===== config.mk =====
export PLATFORM = sky130hd
export DESIGN_NAME = entity_health_fault_latch_table_top
export DESIGN_NICKNAME = d
export VERILOG_FILES = /design/src/sv/ehfl_pkg.sv /design/src/sv/ehfl_table.sv /design/src/sv/entity_health_fault_latch_table_top.sv
export VERILOG_INCLUDE_DIRS = /design/src /design/src/sv
export SDC_FILE = /design/constraint.sdc
export NUM_CORES = 2
export LEC_CHECK = 0
export BUFFER_PORTS_ARGS = -buffer_cell sky130_fd_sc_hd__buf_2
export CAP_MARGIN = 20
export CORE_MARGIN = 3
export CORE_UTILIZATION = 36
export DETAILED_ROUTE_END_ITERATION = 7
export HOLD_SLACK_MARGIN = 0.06
export SETUP_SLACK_MARGIN = 0.02
export SLEW_MARGIN = 30
export SYNTH_ARGS = -nofsm -noshare
export SYNTH_HDL_FRONTEND = slang
export SYNTH_HIERARCHICAL = 1
export SYNTH_SLANG_ARGS = --single-unit

===== constraint.sdc =====
create_clock -name clk_i -period 12 [get_ports clk_i]
set_input_delay 1.2 -clock clk_i [delete_from_list [all_inputs] [get_ports clk_i]]
set_output_delay 1.2 -clock clk_i [all_outputs]
set_load 0.01 [all_outputs]

===== src/sv/entity_health_fault_latch_table_top_defines.svh =====
// Assertion macros used by the entity health table top level.
// Depends on nothing; bodies expand to nothing when SYNTHESIS is defined.
`ifndef ENTITY_HEALTH_FAULT_LATCH_TABLE_TOP_DEFINES_SVH
`define ENTITY_HEALTH_FAULT_LATCH_TABLE_TOP_DEFINES_SVH

`ifndef SYNTHESIS
// Check that cons holds in the same cycle as ante
`define EHFL_ASSERT_IMP(lbl, ante, cons, msg) \
  lbl: assert property (@(posedge clk_i) disable iff (!rst_ni) (ante) |-> (cons)) \
    else $error(msg);
// Check that cons holds in the cycle after ante
`define EHFL_ASSERT_NXT(lbl, ante, cons, msg) \
  lbl: assert property (@(posedge clk_i) disable iff (!rst_ni) (ante) |=> cons) \
    else $error(msg);
`else
`define EHFL_ASSERT_IMP(lbl, ante, cons, msg)
`define EHFL_ASSERT_NXT(lbl, ante, cons, msg)
`endif

`endif


===== src/sv/ehfl_pkg.sv =====
// Types and constants of the entity health and fault latch table.
// Used by ehfl_table and entity_health_fault_latch_table_top; no dependencies.
package ehfl_pkg;

  typedef enum logic [2:0] {
    OP_HEARTBEAT = 3'd0,
    OP_SET       = 3'd1,
    OP_RESET     = 3'd2,
    OP_LATCH     = 3'd3,
    OP_CLEAR     = 3'd4,
    OP_QUERY     = 3'd5,
    OP_STALE     = 3'd6,
    OP_SNAPSHOT  = 3'd7
  } func_e;

  localparam logic [2:0] HEALTH_OK     = 3'd0;
  localparam logic [2:0] HEALTH_FAILED = 3'd2;
  localparam logic [7:0] NO_REASON     = 8'hFF;

  // One table entry
  typedef struct packed {
    logic [2:0]  health;
    logic [15:0] err_code;
    logic [31:0] heartbeat;
    logic        latched;
    logic [7:0]  reason;
  } entry_t;

endpackage


===== src/sv/ehfl_table.sv =====
// Entry store: synchronous single-port-read, single-port-write memory with
// per-entry valid bits so unwritten entries read as zero. Uses ehfl_pkg.
module ehfl_table #(
  parameter int Depth = 32,
  parameter int Aw    = 5
) (
  input  logic            clk_i,
  input  logic            rst_ni,
  input  logic            rd_en_i,
  input  logic [Aw-1:0]   rd_addr_i,
  output ehfl_pkg::entry_t rd_data_o,
  input  logic            wr_en_i,
  input  logic [Aw-1:0]   wr_addr_i,
  input  ehfl_pkg::entry_t wr_data_i
);

  ehfl_pkg::entry_t mem [Depth];
  logic [Depth-1:0] vld_q;
  ehfl_pkg::entry_t rd_q;
  logic             rd_vld_q;

  // write port
  always_ff @(posedge clk_i) begin
    if (wr_en_i) begin
      mem[wr_addr_i] <= wr_data_i;
    end
  end

  // read port, registered data
  always_ff @(posedge clk_i) begin
    if (rd_en_i) begin
      rd_q <= mem[rd_addr_i];
    end
  end

  // mark entries written since reset
  always_ff @(posedge clk_i or negedge rst_ni) begin
    if (!rst_ni) begin
      vld_q    <= '0;
      rd_vld_q <= 1'b0;
    end else begin
      if (wr_en_i) begin
        vld_q[wr_addr_i] <= 1'b1;
      end
      if (rd_en_i) begin
        rd_vld_q <= vld_q[rd_addr_i];
      end
    end
  end

  // unwritten entries read as zero
  assign rd_data_o = rd_vld_q ? rd_q : '0;

endmodule


===== src/sv/entity_health_fault_latch_table_top.sv =====
// Entity health and fault latch table, top level. Uses ehfl_pkg and ehfl_table.
// Result strobe valid_o is registered: accept sets s1_vld_q, which sets out_vld_q.
// busy covers the read-modify-write cycle, so no new item is taken until the last
// is written back; the receiver cannot stall, so no result is lost.
// Reset (async, active low) clears control state, entity_limit and all entry
// valid bits at once; entries read as zero until written. No clearing pass.
`include "entity_health_fault_latch_table_top_defines.svh"
module entity_health_fault_latch_table_top #(
  parameter int ENTITY_COUNT = 32
) (
  input  logic        clk_i,
  input  logic        rst_ni,
  input  logic        cfg_we_i,
  input  logic [7:0]  cfg_wdata_i,
  input  logic        start,
  output logic        busy,
  input  logic [2:0]  func_i,
  input  logic [7:0]  entity_id_i,
  input  logic [7:0]  reason_i,
  input  logic [2:0]  health_value_i,
  input  logic [15:0] error_code_in_i,
  input  logic [31:0] now_ms_i,
  input  logic [31:0] max_age_i,
  output logic        valid_o,
  output logic        id_valid_o,
  output logic        flag_out_o,
  output logic [7:0]  prev_reason_o,
  output logic [2:0]  health_out_o,
  output logic [15:0] error_code_out_o,
  output logic [31:0] heartbeat_time_o
);

  localparam int         Aw     = (ENTITY_COUNT > 1) ? $clog2(ENTITY_COUNT) : 1;
  localparam logic [7:0] CountB = 8'(ENTITY_COUNT);

  // configuration
  logic [7:0] limit_q;
  logic [7:0] eff_limit;
  logic       accept;
  logic       id_ok;
  logic [Aw-1:0] rd_addr;

  // work stage
  logic              s1_vld_q;
  ehfl_pkg::func_e   func_q;
  logic [7:0]        reason_q;
  logic [2:0]        hval_q;
  logic [15:0]       ecode_q;
  logic [31:0]       now_q;
  logic [31:0]       max_age_q;
  logic              idv_q;
  logic [Aw-1:0]     addr_q;

  // modify logic
  ehfl_pkg::entry_t  ent;
  ehfl_pkg::entry_t  ent_d;
  logic              wr_en;
  logic              same;
  logic [31:0]       age;
  logic              flag_d;
  logic [7:0]        prev_d;
  logic [2:0]        h_d;
  logic [15:0]       e_d;
  logic [31:0]       t_d;

  // result registers
  logic              out_vld_q;
  logic              idv_out_q;
  logic              flag_q;
  logic [7:0]        prev_q;
  logic [2:0]        h_q;
  logic [15:0]       e_q;
  logic [31:0]       t_q;

  // limit register
  always_ff @(posedge clk_i or negedge rst_ni) begin
    if (!rst_ni) begin
      limit_q <= '0;
    end else if (cfg_we_i) begin
      limit_q <= cfg_wdata_i;
    end
  end

  // cap the limit at the table size and check the id
  assign eff_limit = (limit_q > CountB) ? CountB : limit_q;
  assign id_ok     = entity_id_i < eff_limit;
  assign rd_addr   = id_ok ? entity_id_i[Aw-1:0] : '0;
  assign accept    = start && !busy;
  assign busy      = s1_vld_q;

  // work stage control
  always_ff @(posedge clk_i or negedge rst_ni) begin
    if (!rst_ni) begin
      s1_vld_q <= 1'b0;
    end else begin
      s1_vld_q <= accept;
    end
  end

  // capture the item
  always_ff @(posedge clk_i) begin
    if (accept) begin
      func_q    <= ehfl_pkg::func_e'(func_i);
      reason_q  <= reason_i;
      hval_q    <= health_value_i;
      ecode_q   <= error_code_in_i;
      now_q     <= now_ms_i;
      max_age_q <= max_age_i;
      idv_q     <= id_ok;
      addr_q    <= rd_addr;
    end
  end

  ehfl_table #(
    .Depth (ENTITY_COUNT),
    .Aw    (Aw)
  ) u_table (
    .clk_i     (clk_i),
    .rst_ni    (rst_ni),
    .rd_en_i   (accept),
    .rd_addr_i (rd_addr),
    .rd_data_o (ent),
    .wr_en_i   (wr_en),
    .wr_addr_i (addr_q),
    .wr_data_i (ent_d)
  );

  // modify the entry and form the result
  assign same = ent.latched && (ent.reason == reason_q);
  assign age  = now_q - ent.heartbeat;

  always_comb begin
    ent_d  = ent;
    flag_d = 1'b0;
    prev_d = '0;
    h_d    = '0;
    e_d    = '0;
    t_d    = '0;
    wr_en  = s1_vld_q && idv_q;
    if (!idv_q) begin
      if (func_q == ehfl_pkg::OP_CLEAR) begin
        prev_d = ehfl_pkg::NO_REASON;
      end
    end else begin
      unique case (func_q)
        ehfl_pkg::OP_HEARTBEAT: begin
          ent_d.heartbeat = now_q;
          if (ent.health != ehfl_pkg::HEALTH_FAILED) begin
            ent_d.health = ehfl_pkg::HEALTH_OK;
          end
        end
        ehfl_pkg::OP_SET: begin
          ent_d.health   = hval_q;
          ent_d.err_code = ecode_q;
        end
        ehfl_pkg::OP_RESET: begin
          ent_d.health    = ehfl_pkg::HEALTH_OK;
          ent_d.err_code  = '0;
          ent_d.heartbeat = now_q;
        end
        ehfl_pkg::OP_LATCH: begin
          if (same) begin
            flag_d = 1'b1;
          end else begin
            ent_d.latched = 1'b1;
            ent_d.reason  = reason_q;
          end
        end
        ehfl_pkg::OP_CLEAR: begin
          prev_d        = ent.latched ? ent.reason : ehfl_pkg::NO_REASON;
          ent_d.latched = 1'b0;
          ent_d.reason  = '0;
        end
        ehfl_pkg::OP_QUERY: begin
          flag_d = same;
        end
        ehfl_pkg::OP_STALE: begin
          flag_d = (ent.health != ehfl_pkg::HEALTH_FAILED) && (age > max_age_q);
        end
        ehfl_pkg::OP_SNAPSHOT: begin
          h_d = ent.health;
          e_d = ent.err_code;
          t_d = ent.heartbeat;
        end
        default: begin
          ent_d = ent;
        end
      endcase
    end
  end

  // result strobe
  always_ff @(posedge clk_i or negedge rst_ni) begin
    if (!rst_ni) begin
      out_vld_q <= 1'b0;
    end else begin
      out_vld_q <= s1_vld_q;
    end
  end

  // hold the result fields
  always_ff @(posedge clk_i) begin
    if (s1_vld_q) begin
      idv_out_q <= idv_q;
      flag_q    <= flag_d;
      prev_q    <= prev_d;
      h_q       <= h_d;
      e_q       <= e_d;
      t_q       <= t_d;
    end
  end

  assign valid_o          = out_vld_q;
  assign id_valid_o       = idv_out_q;
  assign flag_out_o       = flag_q;
  assign prev_reason_o    = prev_q;
  assign health_out_o     = h_q;
  assign error_code_out_o = e_q;
  assign heartbeat_time_o = t_q;

  // every accepted item gives a result strobe on valid_o
  `EHFL_ASSERT_NXT(a_item_result, accept, ##1 valid_o, "accepted item gave no result")
  // the read-modify-write cycle blocks new items
  `EHFL_ASSERT_NXT(a_busy_after_accept, accept, busy, "busy not raised after accept")
  // no table read while a write-back is pending
  `EHFL_ASSERT_IMP(a_no_rw_overlap, wr_en, !accept, "read overlaps write-back")
  // a rejected id yields an empty snapshot and no flag
  `EHFL_ASSERT_IMP(a_reject_clean, valid_o && !id_valid_o,
                   !flag_out_o && heartbeat_time_o == 32'd0 && error_code_out_o == 16'd0,
                   "rejected id produced data")

endmodule

Word level (Yosys, flattened, before mapping)
Memories as Yosys holds them, arrays and structs flattened. A register that Yosys moved wholly into a read port is not among the register bits.
Index checks and enable logic that the tools add are counted.
{"block": "word_totals", "register_bits": 204, "ramBits": 1920, "inputBits": 114, "output_inout_bits": 63, "memories": 1}
{"block": "classes", "addsub": 1, "order_cmp": 6, "eq_ne": 9, "mux": 22, "bitwise_logic": 1, "n_reduce_logical": 9}
{"name": "u_table.mem", "words": 32, "width": 60, "rd": 1, "rd_ports_with_merged_regs": 1, "write_ports": 1, "line": "ehfl_table.sv:17", "text": "ehfl_pkg::entry_t mem [Depth];"}
{"operator": "60-bit 2-to-1 mux", "count": 2}
{"operator": "8-bit 2-to-1 mux", "count": 5}
{"operator": "32-bit > comparator", "count": 1}
{"operator": "32-bit 2-to-1 mux", "count": 1}
{"operator": "32-bit bitwise OR", "count": 1}
{"operator": "16-bit one-hot mux with 2 select lines", "count": 1}
{"operator": "32-bit subtractor", "count": 1}
{"operator": "9-bit one-hot mux with 2 select lines", "count": 1}
{"operator": "3-bit equality test (second input constant)", "count": 4}
{"operator": "5-bit by 6-bit < comparator with 1-bit output (second input constant)", "count": 2}
{"operator": "9-bit 2-to-1 mux", "count": 1}
{"operator": "3-bit one-hot mux with 3 select lines", "count": 1}
{"operator": "8-bit equality test", "count": 1}
{"operator": "8-bit by 6-bit > comparator with 1-bit output (second input constant)", "count": 1}
{"operator": "8-bit < comparator", "count": 1}
{"operator": "3-bit by 2-bit equality test with 1-bit output (second input constant)", "count": 2}
{"operator": "1-bit binary-select mux with 5-bit select", "count": 1}
{"operator": "1-bit demux with 5-bit select", "count": 1}
{"operator": "5-bit by 1-bit >= comparator with 1-bit output (second input constant)", "count": 1}
{"operator": "1-bit logical AND", "count": 5}
{"operator": "1-bit 2-to-1 mux", "count": 5}
{"operator": "5-bit 2-to-1 mux", "count": 1}
{"operator": "3-bit by 1-bit equality test with 1-bit output (second input constant)", "count": 1}
{"operator": "3-bit logical NOT", "count": 1}
{"operator": "6 further kinds", "count": 6}

Logic depth before layout (Yosys ltp)
{"block": "depth", "depth_word": 6, "depth_mapped": 18}

By module
The synthesis kept the hierarchy.
{"mod": "ehfl_table", "instances": 1, "cells_each": 3001, "area_per_inst_um2": 76219.4, "seq_area_each_um2": 60282.8}
{"mod": "entity_health_fault_latch_table_top", "instances": 1, "cells_each": 859, "area_per_inst_um2": 9587.9, "seq_area_each_um2": 5084.9}

Worst setup path before layout
Ideal clock, no wire load.
{"block": "synth_timing", "path_type": "register to register", "startpoint": "reg s1_vld_q (netlist: busy)", "endpoint": "reg u_table.rd_vld_q", "setup_ns": 0.516, "t_arrival_ns": 9.081, "required_ns": 11.484, "slack_ns": 2.403, "stages_incl_launch_ff": 3, "n_path_buf": 0, "path_cell_list": "dfrtp_1 > nor2b_1 > a41oi_1"}
{"block": "synth_between", "elab_chain_cells": 2}
{"element": "start, declared", "line": "entity_health_fault_latch_table_top.sv:44", "text": "logic s1_vld_q;"}
{"element": "start signal, assigned", "line": "entity_health_fault_latch_table_top.sv:96", "text": "s1_vld_q <= accept;"}
{"element": "1-bit logical NOT", "line": "entity_health_fault_latch_table_top.sv:88", "text": "assign accept = start && !busy;"}
{"element": "1-bit logical AND", "line": "entity_health_fault_latch_table_top.sv:88"}
{"element": "net accept", "line": "entity_health_fault_latch_table_top.sv:39", "text": "logic accept;"}
{"element": "end signal, assigned", "line": "ehfl_table.sv:46", "text": "rd_vld_q <= vld_q[rd_addr_i];"}
{"element": "end, declared", "line": "ehfl_table.sv:20", "text": "logic rd_vld_q;"}
The timed path passes the listed nets, and every way through them passes these cells.
A chain may end at the register's enable or synchronous reset.

Worst setup path after layout
{"block": "layout_timing", "startpoint": "reg limit_q[7]", "endpoint": "reg u_table/rd_q[35] (netlist name)"}
{"block": "layout_between", "elab_chain_cells": 4}
{"element": "start, declared", "line": "entity_health_fault_latch_table_top.sv:37", "text": "logic [7:0] limit_q;"}
{"element": "start signal, assigned", "line": "entity_health_fault_latch_table_top.sv:80", "text": "limit_q <= cfg_wdata_i;"}
{"element": "8-bit by 6-bit > comparator with 1-bit output", "line": "entity_health_fault_latch_table_top.sv:85", "text": "assign eff_limit = (limit_q > CountB) ? CountB : limit_q;"}
{"element": "8-bit 2-to-1 mux *", "line": "entity_health_fault_latch_table_top.sv:85"}
{"element": "8-bit < comparator *", "line": "entity_health_fault_latch_table_top.sv:86", "text": "assign id_ok = entity_id_i < eff_limit;"}
{"element": "net id_ok", "line": "entity_health_fault_latch_table_top.sv:40", "text": "logic id_ok;"}
{"element": "5-bit 2-to-1 mux *", "line": "entity_health_fault_latch_table_top.sv:87", "text": "assign rd_addr = id_ok ? entity_id_i[Aw-1:0] : '0;"}
{"element": "net rd_addr[0]", "line": "entity_health_fault_latch_table_top.sv:41", "text": "logic [Aw-1:0] rd_addr;"}
The timed path passes the listed nets; every way through them passes the cells marked *.

==> metrics.md <==
| Metric | Value |
|---|---|
| First-pass GRT wire length | 316000 um |
| Share of layout cells above drive strength 1 | 0.323 |
| Unrepaired setup endpoints after global routing | no |
| Clk buf depth | 3 |
| Initial core utilization | 0.363 |
| Final setup viols | 0 |
| Top_reg_cell synth | edfxtp_1 |
| Syn. warnings | 6 |
| Initial antenna violation count | 11 |
| Hold Fails Final Rpt | 0 |
| DR pass1 iterations | 5 |
| Final count of pins violating max slew | 0 |
| Min Tclk post-route | 5.99 ns |
| Vias/cell | 5.55 |
| Post-route DRC violation count | 0 |
| Fin Clk Skew | 0.0367 ns |
| CTS root buf | clkbuf_16 |
| Ranking of synthesized cells by area | edfxtp_1 (75%), mux4_2 (16%), dfrtp_1 (1.3%) |
| Grt ovf | 0 |
| Tot GR Track Use | 0.181 |
| Final period util | 0.499 |
| Overall power | 17.3 mW |
| Core Rows | 178 |
| Status | finished clean |
| Distinct cells, synth | 74 |
| Top-count cell post-synth | edfxtp_1 |
| Core area | 236000 um2 |
| Post-synthesis sequential area ratio | 0.762 |
| Yosys top cell area share | 0.749 |
| Max-slew headroom | 0.303 |
| CTS sink cnt | 2184 |
| Latest clock arrival within the worst-skew pair | 0.84 ns |
| Async S/R FF share, synth | 0.0197 |
| Static leakage | 31.1 nW |
| CP required | 12.58 ns |
| Initial drt markers | 4636 |
| Area grow syn2layout | 14.7% |
| HPWL Detailed | 117000 um |
| IO buf count | 176 |
| Inst Count DP | 7116 |
| Worst vdd ir | 0.000161 V |
| H-tree levels | 4 |
| Clock slew at reported path FFs | 0.06 ns |
| Setup repair bufs after CTS | 0 |
| Die ar. | 244000 um2 |
| Crit path max fanout | 96 |
| Syn Inst Count | 3860 |
| Crit path top cell by count | mux4_2 |
| Die Y | 494 um |
| Startpoint type of the worst setup path | register |
| Critical Path AT | 6.56 ns |
| Vias in the first global route | 42076 |
| FMAX | 167 MHz |
| Top post-synthesis cells by count | edfxtp_1 (2141), mux4_2 (600), and2_1 (123), clkbuf_1 (100), nand2_1 (75) |
| WS Path Type | reg2reg |
| Gpl congestion | 0.835 |
| Slew of the pin with the lowest slew margin | 1.05 ns |
| Max Cap Viol | 0 |
| CTS tree | yes |
| Yosys top cell by area | edfxtp_1 |
| Cells resized by post-CTS repair | 0 |
| Boundary pin count | 177 |
| Final WL | 224000 um |
| CP Cell Sequence | nor3_1 -> nand2_1 -> ha_1 -> inv_1 -> a31oi_1 -> o21a_1 -> o2111ai_1 -> and3_1 -> and2_4 -> buf_12 -> buf_4 -> mux4_2 -> mux4_2 -> mux2_2 |
| Final nets | 4367 |
| Pwr per Cell Area | 176 nW/um2 |
| Reg2Reg Depth | 14 |
| DRT antenna net count | 0 |
| DR WL/cell | 29.6 um |
| Largest net degree at the start of global routing | 132 |
| Hold Path Class | reg2reg |
| Post-synth EDFFs | 2141 |
| Hold Path Depth | 1 |
| Post-CTS Hold Fix Bufs | 0 |
| Avg Synthesized Cell Area | 22.2 um2 |
| CTS buffer count | 213 |
| Slowest cell on crit path | buf_4 |
| Final Non-Filler Cells | 7557 |
| Crit-path max cell delay | 0.75 ns |
| Synth Cell Area | 85800 um2 |
| #FFs+latches synth | 2184 |
| Post-route setup TNS | 0 ns |
| Die Span X | 494 um |
| Crit. End Element | register |
| Via count | 41967 |
==> sequential cells by signal, indices dropped and copies added (netlist names) <==
register	count
u_table/rd_q	60
u_table/mem	1920
ecode_q	16
idv_q	1
health_out_o	3
valid_o	1
u_table/vld_q	32
id_valid_o	1
addr_q	5
u_table/rd_vld_q	1
flag_out_o	1
limit_q	8
error_code_out_o	16
max_age_q	32
busy	1
now_q	32
reason_q	8
prev_reason_o	8
hval_q	3
heartbeat_time_o	32
func_q	3
==> metal layers <==
metal	up-vias	share of wire	global-route usage
met5	-	0	0
met3	320	0.085	0.0345
met2	1948	0.47	0.285
li1	16866	-	-
met4	0	0.028	0.0546
met1	22833	0.41	0.256
==> critical path, delay by kind of cell (launching register included) <==
kind,cells,cell delay [ns]
flip-flops,1,0.38
adder cells (fa/ha/maj),1,0.31
AND/OR/NAND/NOR,4,1.63
multiplexers,3,1.36
buffers and inverters,3,1.46
AO/OA/AOI/OAI,3,0.41
==> stage by stage <==
stage / area, um2 / setup WS [ns] / util / hold slack (ns)
floorplan: 85800 / 2.40 / - / 0.439
global placement: 91100 / 5.66 / 0.386 / 0.451
detailed placement: 91500 / 5.66 / 0.388 / 0.451
CTS: 98300 / 5.84 / 0.416 / 0.446
global route: 98400 / 5.61 / 0.417 / 0.465
finish: 98400 / 6.01 / 0.417 / 0.465
==> cells by family (layout without fill, tap and decap cells) <==
| family | after synthesis | in the layout | share of synthesized area |
|---|---|---|---|
| adder cells (fa/ha/maj) | 71 | 71 | 0.0104 |
| AO/OA/AOI/OAI | 230 | 230 | 0.0179 |
| other | 1 | 48 | 0.0000437 |
| multiplexers | 688 | 688 | 0.169 |
| XOR/XNOR | 36 | 36 | 0.00367 |
| buffers and inverters | 257 | 757 | 0.0128 |
| flip-flops | 2184 | 2184 | 0.762 |
| AND/OR/NAND/NOR | 393 | 393 | 0.0245 |
==> power by group <==
part           internal, mW  total, mW  leakage, nW  switching, mW
logic                 0.770       1.93         7.67           1.16
registers              8.80       8.87         20.2         0.0714
clock network          3.64       6.52         3.30           2.88
==> cell usage in the layout (no fill, tap or decap), types with 26 or more instances in the layout <==
master / netlist / routed
or2_2: 33 / 33
inv_1: 73 / 73
clkbuf_16: 0 / 214
clkbuf_1: 100 / 46
clkinv_2: 0 / 35
nor2_4: 0 / 33
clkinv_1: 0 / 49
diode_2: 0 / 46
ha_1: 70 / 70
o21ai_0: 56 / 26
buf_4: 4 / 81
nor2_1: 68 / 35
nand2_1: 75 / 75
buf_2: 53 / 176
edfxtp_1: 2141 / 2141
mux2_2: 70 / 70
a21oi_1: 49 / 48
mux4_2: 600 / 600
and2_1: 123 / 118
dfrtp_1: 43 / 41
==> worst paths after layout <==
path	start	end	slack (ns)
setup / recovery	limit_q[7]$_DFFE_PN0P_	u_table/rd_q[35]$_DFFE_PP_	6.01
hold / removal	u_table/vld_q[4]$_DFFE_PN0P_	u_table/vld_q[4]$_DFFE_PN0P_	0.47
setup reg to reg	limit_q[7]$_DFFE_PN0P_	u_table/rd_q[35]$_DFFE_PP_	6.01
hold reg to reg	u_table/vld_q[4]$_DFFE_PN0P_	u_table/vld_q[4]$_DFFE_PN0P_	0.47
max in group asynchronous	rst_ni	busy$_DFF_PN0_	10.95
min in group asynchronous	rst_ni	valid_o$_DFF_PN0_	0.48
==> cell type report <==
type	instances	area, um2
Inverter	73	274
Tap cell	3150	3940
Clock inverter	130	1190
Multi-Input combinational cell	1420	19900
Timing Repair Buffer	290	2030
Sequential cell	2184	65400
Clock buffer	264	5580
Antenna cell	46	115
Fill cell	20323	138000
No activity file was read; power rests on OpenSTA's default activity.
